## config.mk

```make
export PLATFORM = sky130hd
export DESIGN_NAME = mm_cell
export DESIGN_NICKNAME = d
export VERILOG_FILES = /design/src/rtl/core/mm_pkg.sv /design/src/rtl/core/mm_cell.sv
export SDC_FILE = /design/constraint.sdc
export NUM_CORES = 2
export LEC_CHECK = 0
export ABC_CLOCK_PERIOD_IN_PS = 14430
export BUFFER_PORTS_ARGS = -buffer_cell sky130_fd_sc_hd__buf_2
export CORE_MARGIN = 2
export CORE_UTILIZATION = 30
export DETAILED_ROUTE_END_ITERATION = 7
export GPL_ROUTABILITY_DRIVEN = 1
export PLACE_DENSITY_LB_ADDON = 0.12
export SKIP_CTS_REPAIR_TIMING = 1
export SLEW_MARGIN = 5
export SYNTH_ARGS = -nofsm -noshare
export SYNTH_HDL_FRONTEND = slang
export SYNTH_SLANG_ARGS = --single-unit
```

## constraint.sdc

```tcl
create_clock -name i_clk -period 14.43 [get_ports i_clk]
set_clock_uncertainty 0.2 [all_clocks]
set_input_delay 1.443 -clock i_clk [delete_from_list [all_inputs] [get_ports i_clk]]
set_output_delay 1.443 -clock i_clk [all_outputs]
set_load 0.02 [all_outputs]
```

## src/rtl/core/mm_pkg.sv

```systemverilog
// shared types and codes for the matrix multiply block
package mm_pkg;

    localparam int MAX_DIM_DEF   = 8;
    localparam int ELEM_BITS_DEF = 32;
    localparam int CFG_BITS      = 4;

    typedef enum logic [1:0] {
        CMD_LOAD_A  = 2'd0,
        CMD_LOAD_B  = 2'd1,
        CMD_COMPUTE = 2'd2,
        CMD_NONE    = 2'd3
    } t_cmd;

    typedef enum logic [1:0] {
        REG_A_ROWS = 2'd0,
        REG_A_COLS = 2'd1,
        REG_B_ROWS = 2'd2,
        REG_B_COLS = 2'd3
    } t_reg;

    typedef enum logic [4:0] {
        ST_IDLE  = 5'b00001,
        ST_FEED  = 5'b00010,
        ST_WAIT  = 5'b00100,
        ST_DRAIN = 5'b01000,
        ST_ERR   = 5'b10000
    } t_state;

    // control tag that travels along the cell chain with each left element
    typedef struct packed {
        logic vld;
        logic first;
        logic lastk;
    } t_tag;

endpackage

```

## src/rtl/core/mm_cell.sv

```systemverilog
// one multiply-accumulate cell holding one column of the right matrix
module mm_cell #(
    parameter int CELL_IDX  = 0,
    parameter int MAX_DIM   = mm_pkg::MAX_DIM_DEF,
    parameter int ELEM_BITS = mm_pkg::ELEM_BITS_DEF,
    parameter int IDX_W     = $clog2(MAX_DIM)
) (
    input  logic                 i_clk,
    input  logic                 i_rst_n,
    input  logic                 i_bwe,
    input  logic [IDX_W-1:0]     i_bcol,
    input  logic [IDX_W-1:0]     i_bk,
    input  logic [ELEM_BITS-1:0] i_bdata,
    input  mm_pkg::t_tag         i_tag,
    input  logic [IDX_W-1:0]     i_k,
    input  logic [ELEM_BITS-1:0] i_a,
    output mm_pkg::t_tag         o_tag,
    output logic [IDX_W-1:0]     o_k,
    output logic [ELEM_BITS-1:0] o_a,
    output logic [ELEM_BITS-1:0] o_acc,
    output logic                 o_done
);

    logic [ELEM_BITS-1:0] r_bmem [MAX_DIM];
    logic [MAX_DIM-1:0]   r_bvld;
    logic [ELEM_BITS-1:0] b_val;
    mm_pkg::t_tag         r_tag;
    mm_pkg::t_tag         r_ptag;
    logic [IDX_W-1:0]     r_k;
    logic [ELEM_BITS-1:0] r_a;
    logic [ELEM_BITS-1:0] r_p;
    logic [ELEM_BITS-1:0] r_acc;
    logic                 r_done;

    // never-written entries read as zero
    assign b_val = r_bvld[i_k] ? r_bmem[i_k] : '0;

    always_ff @(posedge i_clk) begin
        if (i_bwe && (i_bcol == IDX_W'(CELL_IDX))) begin
            r_bmem[i_bk] <= i_bdata;
        end
        r_k <= i_k;
        r_a <= i_a;
        r_p <= i_a * b_val;
        if (r_ptag.vld) begin
            r_acc <= r_ptag.first ? r_p : r_acc + r_p;
        end
    end

    always_ff @(posedge i_clk) begin
        if (!i_rst_n) begin
            r_bvld <= '0;
            r_tag  <= '0;
            r_ptag <= '0;
            r_done <= 1'b0;
        end else begin
            if (i_bwe && (i_bcol == IDX_W'(CELL_IDX))) begin
                r_bvld[i_bk] <= 1'b1;
            end
            r_tag  <= i_tag;
            r_ptag <= i_tag;
            r_done <= r_ptag.vld & r_ptag.lastk;
        end
    end

    assign o_tag  = r_tag;
    assign o_k    = r_k;
    assign o_a    = r_a;
    assign o_acc  = r_acc;
    assign o_done = r_done;

endmodule

```

After elaboration in Yosys (flattened, before gate mapping). Memories as Yosys holds them, arrays and structs flattened. Cells that the tools add are included.

Input bits: 79. Output and inout bits: 71. ROM bits: 0. Memory bits (writable): 256. Bits in registers: 111. Bits in latches: 0. Logic and storage cells: 28. Memories kept: 1.

Div/mod/pow operators: 0. Mux-type cells: 8. Multiply operators: 1. Bitwise operators: 2. Reductions and logical operators: 3. Order comparisons: 3. Eq/ne operators: 0. $add $sub $neg: 1. Shifts and indexed selects: 0.

Memories: r_bmem (depth 8, bits a word 32, rd ports 1, clocked after memory_dff 0, wr ports 1, line mm_cell.sv:24) `logic [ELEM_BITS-1:0] r_bmem [MAX_DIM];`.

Operators with widths (count): 2-to-1 mux 32 bit (2); adder 32 bit (1); multiplier 32 x 32 -> 32 bit (1); less-than comparator 3 x 4 -> 1 bit (second input constant) (2); bitwise OR 8 bit (1); 2-to-1 mux 1 bit (4); binary-select mux 1 bit (select 3 bit) (1); demux 1 bit (select 3 bit) (1); greater-or-equal comparator 3 x 1 -> 1 bit (second input constant) (1); logical NOT 3 bit (1); logical AND 1 bit (2); bitwise AND 1 bit (1).

Depth between registers and ports, before layout.
Word-level depth: 5. Gate-level depth with buffers: 35. Mapped depth without buffers: 30.

Worst setup path after synthesis. Ideal clock, no wire load.

Path type: input to register. From: in i_k[1]. To: reg r_p[30]. Path buffers: 5. Path slack: 5.129 ns. Cell stages on the path: 31. Data arrival time: 9.030 ns. Data required time: 14.158 ns. Setup time: 0.072 ns. Path through: buf_2 > buf_2 > buf_2 > buf_2 > mux4_2 > mux2i_1 > nor2_1 > clkbuf_1 > and2_1 > fa_1 > fa_1 > fa_1 > inv_1 > fa_1 > inv_1 > fa_1 > inv_1 > fa_1 > inv_1 > fa_1 > fa_1 > ha_1 > nand2_1 > nor2_1 > nand4_1 > o221ai_1 > o21bai_1 > a21boi_0 > o31a_1 > o21ai_0 > xor2_1.

Cells in the longest elaborated chain, start to end: 4. Elaborated cells between the ends (all ways): 5. Classes of those cells: mul: 1; mux: 3; memory: 1.

RTL lines: start: declaration (line mm_cell.sv:15) `input logic [IDX_W-1:0] i_k,`; binary-select mux 1 bit (select 3 bit) (line mm_cell.sv:36) `assign b_val = r_bvld[i_k] ? r_bmem[i_k] : '0;`; 2-to-1 mux 1 bit (implied by the code) (line mm_cell.sv:36); 2-to-1 mux 32 bit (*) (line mm_cell.sv:36); multiplier 32 x 32 -> 32 bit (*) (line mm_cell.sv:44) `r_p <= i_a * b_val;`; end signal: assignment (line mm_cell.sv:44); end: declaration (line mm_cell.sv:31) `logic [ELEM_BITS-1:0] r_p;`.

Mark *: on every way between the ends. The rest lies on a longest branch, timed or not. The select of a mux whose other input is x is not followed. A chain may end at the register's enable or synchronous reset.

Worst setup path after layout.
From: in i_k[1]. To: reg r_p[31].

Same word-level chain as after synthesis.

==> results_dict.tcl <==
set metrics [dict create \
    cts_tree "done" \
    grt_pass1_wl_um 130000 \
    die-area_um2 102000 \
    timing.rr.end "r_p[31]$_DFF_P_" \
    criticalPathCategory "in2reg" \
    cp.required_ns 14.72 \
    nets 3366 \
    path_max_fanout 39 \
    min_from "r_bvld[5]$_SDFFE_PN0P_" \
    endpoint_kind "flip-flop" \
    power.density_nw_per_um2 76.2 \
    slowest_stage "nor3_2" \
    synth-seq-cells 367 \
    first_pass_iters 5 \
    ir_drop_mv 0.0861 \
    grt_max_degree 63 \
    first_iter_violations 1092 \
    worst_slew_pin_slew_ns 1.02 \
    critPathMostFrequentCell "fa_1" \
    hold_depth 1 \
    min_to "r_bvld[5]$_SDFFE_PN0P_" \
    clkSinkCount 367 \
    synth_cells 2599 \
    clk_pin_slew_ns 0.06 \
    yosysSeqAreaShare_pct 34.2 \
    max_stage_delay_ns 0.80 \
    cts_max_level 2 \
    drt_wl_total_um 83600 \
    die_w_um 320 \
    drv_slew 0 \
    timing_hold_violations_final 0 \
    synth.most_common_cell "inv_1" \
    dr_total_vias 18500 \
    grt_pass1_vias 20700 \
    synth_enable_flop_cells 288 \
    synth.top_cell.area_share_pct 28.9 \
    synth_area_per_cell_um2 11.5 \
    post-route-period-util_pct 72.3 \
    clk_path_buf_depth 3 \
    status "finished clean" \
    cts_buffers 43 \
    start_kind "input pin" \
    drc 0 \
    antenna_found_initial 11 \
    yosys-top-cells-count "433 x inv_1, 409 x fa_1, 320 x nand2_1, 288 x edfxtp_1, 246 x and2_1" \
    cts-root-buf "clkbuf_16" \
    grt-ovfl-total 0 \
    clk_latency_ns 0.63 \
    port_buffers 149 \
    setup_tns_ns 0 \
    yosys.area.top_type "edfxtp_1" \
    hold_path_class "reg2reg" \
    worst_hold_slack_ns 0.265 \
    yosys.cell_types.count 62 \
    start_util_pct 30.4 \
    io_pins 150 \
    yosysWarnings 0 \
    setup_viol 0 \
    async_flop_share_pct 0 \
    synth_area_um2 29900 \
    critPathLaunch "i_k[1]" \
    drive_gt1_share_pct 12.4 \
    syn_nets 3241 \
    std_cell_rows 115 \
    core_um2 98600 \
    ant_nets 0 \
    die_y_um 320 \
    dp_hpwl_um 61600 \
    grt_util_all_layers_pct 16.8 \
    reg2reg_depth 29 \
    min_period_ns 10.44 \
    synthTopCellsByArea "edfxtp_1 29%, fa_1 27%, ha_1 6.4%" \
    rsz0062_at_grt "no" \
    vias_per_cell 4.57 \
    wire_per_inst_um 20.7 \
    cp.arrival_ns 10.73 \
    slew_headroom_pct 31.8 \
    p_leak_nw 14.4 \
    fmax_mhz 95.8 \
    area_growth_pct 12.3 \
    synth_top_flop_cell "edfxtp_1" \
    fill_cells 9814 \
    maxCapViolations 0 \
    gp_congestion 0.788 \
    regToRegSetupSlack_ns 5.61 \
    r2r-start "r_bvld[1]$_SDFFE_PN0P_" \
]
## critical path: cells and delay by family
family | cells | cell delay [ns]
fa+ha+maj | 9 | 4.35
buf+inv | 10 | 1.91
compound gates | 7 | 1.44
simple gates | 3 | 0.98
mux | 2 | 0.43
xor+xnor | 1 | 0.12
## report_power, final
group / internal (mW) / total [mW] / switching, mW
logic: 0.0898 / 0.252 / 0.162
registers: 1.16 / 1.18 / 0.0133
clock network: 0.662 / 1.13 / 0.469
## area by class of cell
class / count / area [um^2] / share of cell area, %
Clock buffer: 55 / 1150 / 3.42
Timing Repair Buffer: 191 / 1060 / 3.16
Sequential cell: 367 / 10200 / 30.4
Inverter: 434 / 1630 / 4.85
Clock inverter: 24 / 312 / 0.927
Antenna cell: 1 / 2.50 / 0.00744
Multi-Input combinational cell: 1687 / 17600 / 52.4
Tap cell: 1287 / 1610 / 4.79
## through the flow
stage | power, mW | std cells | setup WS, ns | instance area, um^2 | utilization, %
2_1_floorplan | 1.36 | 2599 | 5.13 | 29900 | -
3_3_place_gp | 1.45 | 3966 | 3.59 | 32200 | 32.6
3_5_place_dp | 1.46 | 3966 | 3.43 | 32200 | 32.6
4_1_cts | 2.61 | 4045 | 4.10 | 33600 | 34.1
5_1_grt | 2.67 | 4045 | 3.61 | 33600 | 34.1
6_report | 2.56 | 4046 | 3.99 | 33600 | 34.1
## cells by family after synthesis
kind of cell               synth area share, %
adders and majority gates                 33.8
DFF                                       34.2
buffers and inverters                     7.17
muxes                                     5.79
and+or+nand+nor                           11.8
AOI/OAI and AO/OA                         3.94
xor gates and xnor gates                  3.34
## how the worst max path moves through the flow
stage                      end  slack, ns  cells after the start
2_1_floorplan  r_p[30]$_DFF_P_       5.13                     31
3_3_place_gp   r_p[31]$_DFF_P_       3.59                     32
3_5_place_dp   r_p[31]$_DFF_P_       3.43                     32
4_1_cts        r_p[31]$_DFF_P_       4.10                     32
5_1_grt        r_p[31]$_DFF_P_       3.61                     31
6_report       r_p[31]$_DFF_P_       3.99                     32
## sequential cells by signal, indices dropped and copies added (netlist names)
name,count
o_a,32
o_done,1
o_k,3
r_bvld,8
r_p,32
r_ptag,3
r_bmem,256
o_acc,32
## metal layers
metal / GRT usage (%) / part of all wire, %
met5: 0 / 0.10
met3: 2.86 / 4.7
met4: 3.39 / 1.7
met2: 27.6 / 47
met1: 23.3 / 47
## placed cells by master, fill, tap and decap left out, types with 22 or more instances in the layout
cell type and instances:
edfxtp_1 288, dfxtp_1 77, and2_1 246, nor2_1 72, mux4_2 57, buf_2 148, xnor2_1 78, mux2i_1 38
nand2_1 320, fa_1 409, xor2_1 36, buf_4 43, a21oi_1 42, a21o_1 22, o21ai_0 50, clkbuf_16 43
ha_1 154, inv_1 433
Power figures use the tool's default switching activity.
